===== config.mk =====
export PLATFORM = sky130hd
export DESIGN_NAME = mpeg2_inverse_quantiser_top
export DESIGN_NICKNAME = d
export VERILOG_FILES = /design/src/rtl/miq_pkg.sv /design/src/rtl/miq_mult.sv /design/src/rtl/mpeg2_inverse_quantiser_top.sv
export SDC_FILE = /design/constraint.sdc
export NUM_CORES = 1
export LEC_CHECK = 0
export ABC_AREA = 1
export BUFFER_PORTS_ARGS = -buffer_cell sky130_fd_sc_hd__buf_2
export CAP_MARGIN = 5
export CORE_ASPECT_RATIO = 1.5
export CORE_MARGIN = 8
export CORE_UTILIZATION = 59
export DETAILED_ROUTE_END_ITERATION = 8
export PLACE_DENSITY = 0.88
export SETUP_SLACK_MARGIN = 0.4
export SYNTH_ARGS = -nofsm -noshare
export SYNTH_HDL_FRONTEND = slang
export SYNTH_SLANG_ARGS = --single-unit

===== constraint.sdc =====
create_clock -name clk_i -period 6.2 [get_ports clk_i]
set_clock_uncertainty 0.1 [all_clocks]
set_input_delay 0.31 -clock clk_i [delete_from_list [all_inputs] [get_ports clk_i]]
set_output_delay 0.31 -clock clk_i [all_outputs]
set_load 0.02 [all_outputs]

===== src/rtl/miq_pkg.sv =====
// ----------------------------------------------------------------------------
// miq_pkg
// Shared types, constants and tables for the inverse quantiser.
// ----------------------------------------------------------------------------
package miq_pkg;

  localparam int unsigned CoeffW = 12;
  localparam int unsigned CodeW  = 5;
  localparam int unsigned PosW   = 6;
  // multiplier operands: signed A, unsigned B (weights and scales < 128)
  localparam int unsigned OpaW   = 21;
  localparam int unsigned OpbW   = 7;
  localparam int unsigned ProdW  = OpaW + OpbW + 1;
  localparam int unsigned DivSh  = 5;  // divide by 32

  localparam logic signed [CoeffW-1:0] SatMax = 12'sd2047;
  localparam logic signed [CoeffW-1:0] SatMin = -12'sd2048;
  localparam logic [OpbW-1:0] NonIntraW = 7'd16;
  localparam logic [PosW-1:0] LastPos   = 6'd63;

  // configuration register indexes
  localparam logic CfgNonlinear = 1'b0;
  localparam logic CfgDcPrec    = 1'b1;

  typedef enum logic [2:0] {
    ST_IDLE = 3'b001,
    ST_MUL2 = 3'b010,
    ST_DONE = 3'b100
  } miq_state_e;

  typedef struct packed {
    logic signed [CoeffW-1:0] coeff_in;
    logic                     is_intra;
    logic [CodeW-1:0]         scale_code;
  } miq_in_t;

  typedef struct packed {
    logic signed [CoeffW-1:0] coeff_out;
    logic                     block_end;
  } miq_out_t;

  typedef struct packed {
    logic            load;
    logic [OpbW-1:0] op_b;
  } miq_mul_ctl_t;

  // default intra weighting matrix, raster order
  function automatic logic [OpbW-1:0] intra_weight(input logic [PosW-1:0] pos);
    logic [OpbW-1:0] w;
    case (pos)
      6'd0:  w = 7'd8;   6'd1:  w = 7'd16;  6'd2:  w = 7'd19;  6'd3:  w = 7'd22;
      6'd4:  w = 7'd26;  6'd5:  w = 7'd27;  6'd6:  w = 7'd29;  6'd7:  w = 7'd34;
      6'd8:  w = 7'd16;  6'd9:  w = 7'd16;  6'd10: w = 7'd22;  6'd11: w = 7'd24;
      6'd12: w = 7'd27;  6'd13: w = 7'd29;  6'd14: w = 7'd34;  6'd15: w = 7'd37;
      6'd16: w = 7'd19;  6'd17: w = 7'd22;  6'd18: w = 7'd26;  6'd19: w = 7'd27;
      6'd20: w = 7'd29;  6'd21: w = 7'd34;  6'd22: w = 7'd34;  6'd23: w = 7'd38;
      6'd24: w = 7'd22;  6'd25: w = 7'd22;  6'd26: w = 7'd26;  6'd27: w = 7'd27;
      6'd28: w = 7'd29;  6'd29: w = 7'd34;  6'd30: w = 7'd37;  6'd31: w = 7'd40;
      6'd32: w = 7'd22;  6'd33: w = 7'd26;  6'd34: w = 7'd27;  6'd35: w = 7'd29;
      6'd36: w = 7'd32;  6'd37: w = 7'd35;  6'd38: w = 7'd40;  6'd39: w = 7'd48;
      6'd40: w = 7'd26;  6'd41: w = 7'd27;  6'd42: w = 7'd29;  6'd43: w = 7'd32;
      6'd44: w = 7'd35;  6'd45: w = 7'd40;  6'd46: w = 7'd48;  6'd47: w = 7'd58;
      6'd48: w = 7'd26;  6'd49: w = 7'd27;  6'd50: w = 7'd29;  6'd51: w = 7'd34;
      6'd52: w = 7'd38;  6'd53: w = 7'd46;  6'd54: w = 7'd56;  6'd55: w = 7'd69;
      6'd56: w = 7'd27;  6'd57: w = 7'd29;  6'd58: w = 7'd35;  6'd59: w = 7'd38;
      6'd60: w = 7'd46;  6'd61: w = 7'd56;  6'd62: w = 7'd69;  6'd63: w = 7'd83;
      default: w = 7'd0;
    endcase
    return w;
  endfunction

  function automatic logic [OpbW-1:0] nonlinear_qs(input logic [CodeW-1:0] code);
    logic [OpbW-1:0] s;
    case (code)
      5'd0:  s = 7'd0;   5'd1:  s = 7'd1;   5'd2:  s = 7'd2;   5'd3:  s = 7'd3;
      5'd4:  s = 7'd4;   5'd5:  s = 7'd5;   5'd6:  s = 7'd6;   5'd7:  s = 7'd7;
      5'd8:  s = 7'd8;   5'd9:  s = 7'd10;  5'd10: s = 7'd12;  5'd11: s = 7'd14;
      5'd12: s = 7'd16;  5'd13: s = 7'd18;  5'd14: s = 7'd20;  5'd15: s = 7'd22;
      5'd16: s = 7'd24;  5'd17: s = 7'd28;  5'd18: s = 7'd32;  5'd19: s = 7'd36;
      5'd20: s = 7'd40;  5'd21: s = 7'd44;  5'd22: s = 7'd48;  5'd23: s = 7'd52;
      5'd24: s = 7'd56;  5'd25: s = 7'd64;  5'd26: s = 7'd72;  5'd27: s = 7'd80;
      5'd28: s = 7'd88;  5'd29: s = 7'd96;  5'd30: s = 7'd104; 5'd31: s = 7'd112;
      default: s = 7'd0;
    endcase
    return s;
  endfunction

endpackage


===== src/rtl/miq_mult.sv =====
// ----------------------------------------------------------------------------
// miq_mult
// Shared signed-by-unsigned multiplier with registered product.
// ----------------------------------------------------------------------------
module miq_mult (
  input  logic                                 clk_i,
  input  logic signed [miq_pkg::OpaW-1:0]      op_a_i,
  input  miq_pkg::miq_mul_ctl_t                ctl_i,
  output logic signed [miq_pkg::ProdW-1:0]     prod_o
);
  import miq_pkg::*;

  logic signed [ProdW-1:0] prod_d;
  logic signed [ProdW-1:0] prod_q;

  assign prod_d = op_a_i * $signed({1'b0, ctl_i.op_b});

  always_ff @(posedge clk_i) begin
    if (ctl_i.load) begin
      prod_q <= prod_d;
    end
  end

  assign prod_o = prod_q;

endmodule


===== src/rtl/mpeg2_inverse_quantiser_top.sv =====
// ----------------------------------------------------------------------------
// mpeg2_inverse_quantiser_top
// Inverse quantiser with mismatch control: two passes through one multiplier.
// ----------------------------------------------------------------------------
// Sequencing: an accepted request runs its second pass in ST_MUL2, then waits in
//   ST_DONE until the output register is free. No new request is taken while one is in
//   flight; the next request is taken in the cycle the current one commits its result.
// Reset: clears sequencer, position, parity, output valid and both registers.
module mpeg2_inverse_quantiser_top (
  input  logic              clk_i,
  input  logic              rst_ni,
  input  logic              in_valid_i,
  output logic              in_stall_o,
  input  miq_pkg::miq_in_t  in_data_i,
  output logic              out_valid_o,
  input  logic              out_stall_i,
  output miq_pkg::miq_out_t out_data_o,
  input  logic              cfg_we_i,
  input  logic              cfg_idx_i,
  input  logic [1:0]        cfg_data_i
);
  import miq_pkg::*;

  miq_state_e state_q, state_d;
  logic            nonlin_q;
  logic [1:0]      dcprec_q;
  logic [PosW-1:0] pos_q;
  logic            parity_q, parity_d;
  logic            last_q;
  logic [OpbW-1:0] scale_q, scale_d;
  logic            out_valid_q;
  miq_out_t        out_q, out_d;

  logic in_acc, out_free, commit;

  // operand selection
  logic                     is_dc;
  logic signed [OpaW-1:0]   q_ext, sgn_ext, x_in, op_a;
  logic [OpbW-1:0]          w_in, s_in, dc_mul;
  miq_mul_ctl_t             mul_ctl;
  logic signed [ProdW-1:0]  prod;

  // finish
  logic signed [ProdW-1:0]  p_adj, p_div;
  logic signed [CoeffW-1:0] val;

  assign out_free = !out_valid_q || !out_stall_i;
  assign commit   = (state_q == ST_DONE) && out_free;
  assign in_stall_o = !((state_q == ST_IDLE) || commit);
  assign in_acc   = in_valid_i && !in_stall_o;

  assign is_dc   = in_data_i.is_intra && (pos_q == '0);
  assign q_ext   = {{(OpaW-CoeffW){in_data_i.coeff_in[CoeffW-1]}}, in_data_i.coeff_in};
  assign sgn_ext = in_data_i.coeff_in[CoeffW-1] ? '1 :
                   ((in_data_i.coeff_in != '0) ? OpaW'(1) : '0);
  assign dc_mul  = OpbW'(4'd8 >> dcprec_q);
  assign s_in    = nonlin_q ? nonlinear_qs(in_data_i.scale_code)
                            : {1'b0, in_data_i.scale_code, 1'b0};

  always_comb begin
    if (is_dc) begin
      x_in    = q_ext;
      w_in    = dc_mul;
      // second pass by 32 cancels the common divide
      scale_d = OpbW'(1) << DivSh;
    end else if (in_data_i.is_intra) begin
      x_in    = q_ext <<< 1;
      w_in    = intra_weight(pos_q);
      scale_d = s_in;
    end else begin
      x_in    = (q_ext <<< 1) + sgn_ext;
      w_in    = NonIntraW;
      scale_d = s_in;
    end
  end

  // first pass on accept, second pass in MUL2
  always_comb begin
    if (state_q == ST_MUL2) begin
      op_a         = prod[OpaW-1:0];
      mul_ctl.op_b = scale_q;
      mul_ctl.load = 1'b1;
    end else begin
      op_a         = x_in;
      mul_ctl.op_b = w_in;
      mul_ctl.load = in_acc;
    end
  end

  miq_mult u_mult (
    .clk_i  (clk_i),
    .op_a_i (op_a),
    .ctl_i  (mul_ctl),
    .prod_o (prod)
  );

  // divide by 32 toward zero, saturate, mismatch control
  assign p_adj = prod + (prod[ProdW-1] ? ProdW'(31) : '0);
  assign p_div = p_adj >>> DivSh;

  always_comb begin
    if (p_div > ProdW'(SatMax)) begin
      val = SatMax;
    end else if (p_div < ProdW'(SatMin)) begin
      val = SatMin;
    end else begin
      val = p_div[CoeffW-1:0];
    end
    parity_d = parity_q ^ val[0];
    out_d.coeff_out = val;
    out_d.block_end = last_q;
    if (last_q) begin
      if (!parity_d) begin
        out_d.coeff_out[0] = ~val[0];
      end
      parity_d = 1'b0;
    end
  end

  always_comb begin
    state_d = state_q;
    case (state_q)
      ST_IDLE: begin
        if (in_acc) state_d = ST_MUL2;
      end
      ST_MUL2: state_d = ST_DONE;
      ST_DONE: begin
        if (commit) state_d = in_acc ? ST_MUL2 : ST_IDLE;
      end
      default: state_d = ST_IDLE;
    endcase
  end

  always_ff @(posedge clk_i or negedge rst_ni) begin
    if (!rst_ni) begin
      state_q     <= ST_IDLE;
      nonlin_q    <= 1'b0;
      dcprec_q    <= 2'd0;
      pos_q       <= '0;
      parity_q    <= 1'b0;
      last_q      <= 1'b0;
      out_valid_q <= 1'b0;
    end else begin
      state_q <= state_d;
      if (cfg_we_i) begin
        case (cfg_idx_i)
          CfgNonlinear: nonlin_q <= cfg_data_i[0];
          CfgDcPrec:    dcprec_q <= cfg_data_i;
          default:      ;
        endcase
      end
      if (in_acc) begin
        pos_q  <= pos_q + 1'b1;
        last_q <= (pos_q == LastPos);
      end
      if (commit) begin
        parity_q    <= parity_d;
        out_valid_q <= 1'b1;
      end else if (!out_stall_i) begin
        out_valid_q <= 1'b0;
      end
    end
  end

  always_ff @(posedge clk_i) begin
    if (in_acc) begin
      scale_q <= scale_d;
    end
    if (commit) begin
      out_q <= out_d;
    end
  end

  assign out_valid_o = out_valid_q;
  assign out_data_o  = out_q;

  a_ready_states: assert property (@(posedge clk_i) disable iff (!rst_ni)
    !in_stall_o |-> (state_q == ST_IDLE || state_q == ST_DONE))
    else $error("request taken while multiplier busy");

  a_accept_mul2: assert property (@(posedge clk_i) disable iff (!rst_ni)
    in_acc |=> state_q == ST_MUL2)
    else $error("accepted request did not start second pass");

  a_mul2_done: assert property (@(posedge clk_i) disable iff (!rst_ni)
    state_q == ST_MUL2 |=> state_q == ST_DONE)
    else $error("second pass did not finish");

  a_block_end_parity: assert property (@(posedge clk_i) disable iff (!rst_ni)
    (out_valid_q && out_q.block_end) |-> (parity_q == 1'b0))
    else $error("parity not cleared at block end");

endmodule


* After elaboration in Yosys (flattened, before gate mapping)
Memory sizes are Yosys's and may differ from the RTL's. Cells that the tools add are included.
Cells by class: $add $sub $neg 3, $mul 1, magnitude comparators 2, equal/unequal tests 7, shift operators 1, mux-type cells 21, bitwise operators 4, reduce and logical (&&, ||, !) cells 14
Operators with widths (count):
- $mux 21 | 4
- $add 29x5->29 | 1
- $mul 21x8->29 | 1
- $gt 24x12->1 const B | 1
- $lt 24x12->1 const B | 1
- $add 13x21->21 | 1
- $mux 7 | 2
- $mux 12 | 1
- $reduce_bool 12->1 | 1
- $pmux 3 s3 | 1
- $mux 8 | 1
- $mux 1 | 7
- $shr 4x2->7 const A | 1
- $add 6x1->6 const B | 1
- $eq 6x6->1 const B | 1
- $logic_not 6->1 | 1
- $mux 3 | 2
- $mux 6 | 1
- $reduce_and 2->1 | 3
- $mux 5 | 1
- $ne 2x2->1 const B | 2
- $eq 3x1->1 const B | 1
- $eq 3x2->1 const B | 1
- $eq 3x3->1 const B | 1
- 8 further kinds | 15
Storage, ports and cells: register bits 64, memory bits (read-only) 672, output and inout port bits 15, memories 2
Memory list:
- (name not given) | depth 64, bits a word 7, read ports 1, clocked after memory_dff 0, wr ports 0, line miq_pkg.sv:50 | case (pos)
- (name not given) | depth 32, bits a word 7, read ports 1, clocked after memory_dff 0, wr ports 0, line miq_pkg.sv:74 | case (code)

* Depth between registers and ports, before layout
depth in word-level cells 8, mapped depth 34, mapped depth without buffers 32

* By module
A second synthesis with hierarchy kept.
Unflattened totals: cell total of the unflattened synthesis 1685, area, all modules 11290.8 µm²
By module, submodules not included:
- miq_mult | times used 1, cells an instance 990, area each 7013.0 µm²
- mpeg2_inverse_quantiser_top | times used 1, cells an instance 695, area each 4277.9 µm²

* Least setup slack after synthesis
No wires, ideal clock.
path kind register -> register, start point register pos_q[0], end point register u_mult.prod_q[26], in the netlist u_mult.prod_o[26], data pin, library setup time 262 ps, arrival 5847 ps, required time 5838 ps, slack -9 ps, stages on the path, launching flop included 32, buffers on the path 2, cell sequence dfrtp_1 buf_2 inv_1 ha_1 nor2_1 inv_1 a21oi_1 o21ai_0 a211oi_1 nand2_1 o21ai_1 buf_2 nor2_1 fa_1 inv_1 fa_1 inv_1 fa_1 inv_1 fa_1 inv_1 ha_1 inv_1 nor3_1 a21oi_1 o21ai_1 nand3_1 nand2_1 nand2_1 o211ai_1 a21oi_1 xor2_1
Between the ends: cells in the longest elaborated chain, start to end 5, elaborated cells on any way between the ends 9, classes of those cells 1 x mul; 5 x mux; 2 x reduce/logical; 1 x memory
Ends and longest elaborated chain:
- start, declared | line mpeg2_inverse_quantiser_top.sv:27 | logic [PosW-1:0] pos_q;
- start signal, assigned | line mpeg2_inverse_quantiser_top.sv:153 | pos_q <= pos_q + 1'b1;
- $mem_v2 64x7 or $logic_not 6->1 (tied branches)
- $mux 7 or $logic_and 1x1->1 (tied branches) | line mpeg2_inverse_quantiser_top.sv:66, mpeg2_inverse_quantiser_top.sv:52
- $mux 7 or $mux 21 (tied branches) | line mpeg2_inverse_quantiser_top.sv:61 | if (is_dc) begin
- $mux 8 or $mux 21 (tied branches) | line mpeg2_inverse_quantiser_top.sv:79 | if (state_q == ST_MUL2) begin
- $mul 21x8->29 (*) | line miq_mult.sv:16 | assign prod_d = op_a_i * $signed({1'b0, ctl_i.op_b});
- via u_mult.prod_d[26] | line miq_mult.sv:13 | logic signed [ProdW-1:0] prod_d;
- end signal, assigned | line miq_mult.sv:20 | prod_q <= prod_d;
- end, declared | line miq_mult.sv:14 | logic signed [ProdW-1:0] prod_q;
Mark *: on every way through the listed nets, which the timed path passes. The rest lies on a longest branch. A chain may end at the register's enable or synchronous reset.

* Worst setup path in the final report
start point register pos_q[0], end point register u_mult.prod_q[28], in the netlist u_mult.prod_o[28], data pin
The elaborated chain is that of the path after synthesis.

==> impl_metrics.csv <==
group,metric,value,unit
status,outcome,"complete, but fails checks",
status,violations,"negative setup slack",
sta,fin_ws,-0.156,ns
yosys,avgSynthCellArea,7.59,µm²
drt,drc_errors,0,
sta,whs,0.0633,ns
setup_path,worstSetupEndpointType,"flop",
sta,fin_crit_sh,103,%
yosys,postSynthCellCount,1342,
clocking,cts.sinks,64,
layout,layout_common_cells,"inv_1 (231), nand2_1 (210), nor2_1 (187)",
setup_path,worst-setup-path-type,"reg -> reg",
global_route,track_usage,33.1,%
place,dp_hpwl,24800,µm
layout,multi_input_area,0.00797,mm²
layout,n_fill_cell,1031,
layout,final_common_cell,"inv_1",
drt,drt-initial-drc-count,1350,
floorplanning,die_h,177,µm
layout,drive_gt1_share,28.1,%
layout,syn_to_final_growth,29.8,%
global_route,overflow,0,
setup_path,cp_common_cell,"fa_1",
sta,period_needed,6.36,ns
place,port_buffers,40,
global_route,use_met2,57.9,%
yosys,synth_ff_type,"edfxtp_1",
sta,rsz0062_at_grt,"true",
place,gp_congestion,0.988,
flow_run,maxCapViolations,0,
setup_path,worstSetupStartpointType,"flop",
floorplanning,core,0.0171,mm²
floorplanning,start_util,59.4,%
global_route,antenna_found_initial,0,
clocking,htree_levels,3,
sta,fmax,157,MHz
setup_path,reg2reg_depth,31,
floorplanning,core.rowCount,59,
drt,ant_nets,0,
global_route,grt_max_degree,30,
global_route,grt-busiest-layer,"met2",
setup_path,timing.rr.end,"u_mult.prod_o[28]$_DFFE_PP_",
setup_path,cpMaxStageDelayCell,"fa_1",
drt,num_vias,10900,
global_route,grt_pass1_wl,55600,µm
setup_path,reg2reg_slack,-0.16,ns
place,dp.cells,1724,
floorplanning,die_x,123,µm
global_route,grt_pass1_vias,11200,
yosys,synth_seq_area_share,18.2,%
sta,slew_headroom,52.9,%
yosys,ys_ff_latch,64,
setup_path,cp.required,6.19,ns
clocking,path_clk_slew,0.06,ns
setup_path,startpoint,"pos_q[0]$_DFFE_PN0P_",
drt,vias_per_cell,6.13,
global_route,met3_usage,5.69,%
layout,area.sequential,0.00185,mm²
clocking,root_buffer,"clkbuf_16",
yosys,syn-cell-area,0.0102,mm²
clocking,clk_path_buf_depth,2,
global_route,met1_usage,33.1,%
sta,setup_viol,9,
drt,routedWlPerCell,22.0,µm
yosys,async_flop_share,23.4,%
layout,final_cells,1782,
setup_path,endpoint,"u_mult.prod_o[28]$_DFFE_PP_",
floorplanning,die-area,0.0218,mm²
yosys,synth_fp_nets,1570,
yosys,synth_edf_count,49,
drt,routed_wl,39300,µm
setup_path,slowest_delay,0.70,ns
clocking,clock_latency,0.35,ns
setup_path,cp.arrival,6.34,ns
sta,tightest_slew,0.702,ns
sta,hold_viol,0,
yosys,ys_types,53,
min_path,hp-class,"in -> reg",
setup_path,path_max_fanout,5,
layout,antenna_cells,0,
sta,slew_violations,0,
layout,nNetsFinal,1792,
floorplanning,pin_count,41,
clocking,cts_tree,"built",
clocking,numCtsBuffers,9,
setup_path,timing.rr.start,"pos_q[0]$_DFFE_PN0P_",
yosys,ys_warn_count,0,
drt,first_pass_iters,6,
-- critical path: cells and delay by family (launching register included) --
| family | cells | cell delay [ns] |
|---|---|---|
| XOR/XNOR | 1 | 0.15 |
| AND/OR/NAND/NOR | 10 | 0.98 |
| buffers and inverters | 8 | 0.89 |
| adder cells (fa/ha/maj) | 6 | 2.61 |
| flip-flops | 1 | 0.45 |
| AO/OA/AOI/OAI | 6 | 0.89 |
-- worst min-delay path by stage --
stage               slack (ns)  cells after the start     start                       to
floorplan                -0.09                      0    rst_ni  dcprec_q[0]$_DFFE_PN0P_
global placement          0.17                      1    rst_ni     pos_q[5]$_DFFE_PN0P_
global route              0.08                      2  cfg_we_i     nonlin_q$_DFFE_PN0P_
CTS                       0.06                      2  cfg_we_i     nonlin_q$_DFFE_PN0P_
finish                    0.06                      2  cfg_we_i     nonlin_q$_DFFE_PN0P_
detailed placement        0.18                      1    rst_ni     pos_q[3]$_DFFE_PN0P_
-- cells by family after synthesis --
| kind of cell | after synthesis | share of synthesized area [%] |
|---|---|---|
| compound gates | 196 | 11.7 |
| xor+xnor | 37 | 3.18 |
| fa+ha+maj | 202 | 33.1 |
| buf+inv | 293 | 11.2 |
| flops | 64 | 18.2 |
| simple gates | 550 | 22.7 |
-- stage by stage --
stage | setup WS [ns] | TNS [ns] | area, µm² | util [%]
global placement | -0.157 | -0.614 | 11800 | 68.8
global route | -0.426 | -4.11 | 13200 | 77.2
detailed placement | -0.231 | -1.37 | 11800 | 68.8
finish | -0.156 | -0.684 | 13200 | 77.2
floorplan | 0.408 | 0 | 10300 | -
CTS | 0.212 | 0 | 12800 | 74.5
-- layout make-up --
class | instances | area share (%)
Clock buffer | 9 | 1.70
Clock inverter | 7 | 0.795
Inverter | 265 | 7.56
Multi-Input combinational cell | 985 | 60.3
Sequential cell | 64 | 14.0
Tap cell | 213 | 2.02
Timing Repair Buffer | 239 | 13.6
-- cells in the mapped netlist (9+ instances only) --
cell      count  area (µm²)
a21oi_1      70         350
buf_2        12        60.1
clkbuf_1     10        37.5
dfrtp_1      14         350
edfxtp_1     49        1470
fa_1        112        2240
ha_1         90        1130
inv_1       256         961
nand2_1     225         845
nand2_2       9        56.3
nand3_1      61         305
nand4_1      10        62.6
nor2_1      207         777
nor3_1       11        55.1
o211ai_1     10        75.1
o21ai_0      47         235
o21ai_1      17        85.1
xnor2_1      14         123
xor2_1       23         201
-- routing by layer --
layer	up-vias	part of all wire (%)
met2	819	49
met4	0	11
met1	5063	30
li1	4703	-
met5	-	0
met3	340	9.5
-- what timing repair did --
| item | in CTS | in global routing |
|---|---|---|
| endpoints found under the hold margin | 14 | 0 |
| pin swaps | 41 | 59 |
| cloned | 1 | 0 |
| gates resized for setup | 100 | 81 |
| buffers inserted | 25 | 15 |
| hold buffers | 1 | 0 |
| setup endpoints to repair | 18 | 20 |
-- state kept, by name, indices dropped and copies added (netlist names) --
signal,count
out_valid_o,1
pos_q,6
u_mult.prod_o,29
nonlin_q,1
dcprec_q,2
last_q,1
out_data_o,13
parity_q,1
state_q,3
scale_q,7
Power is not shown: default switching activity piles up to over one toggle a cycle in this logic, so the estimate is an artifact.
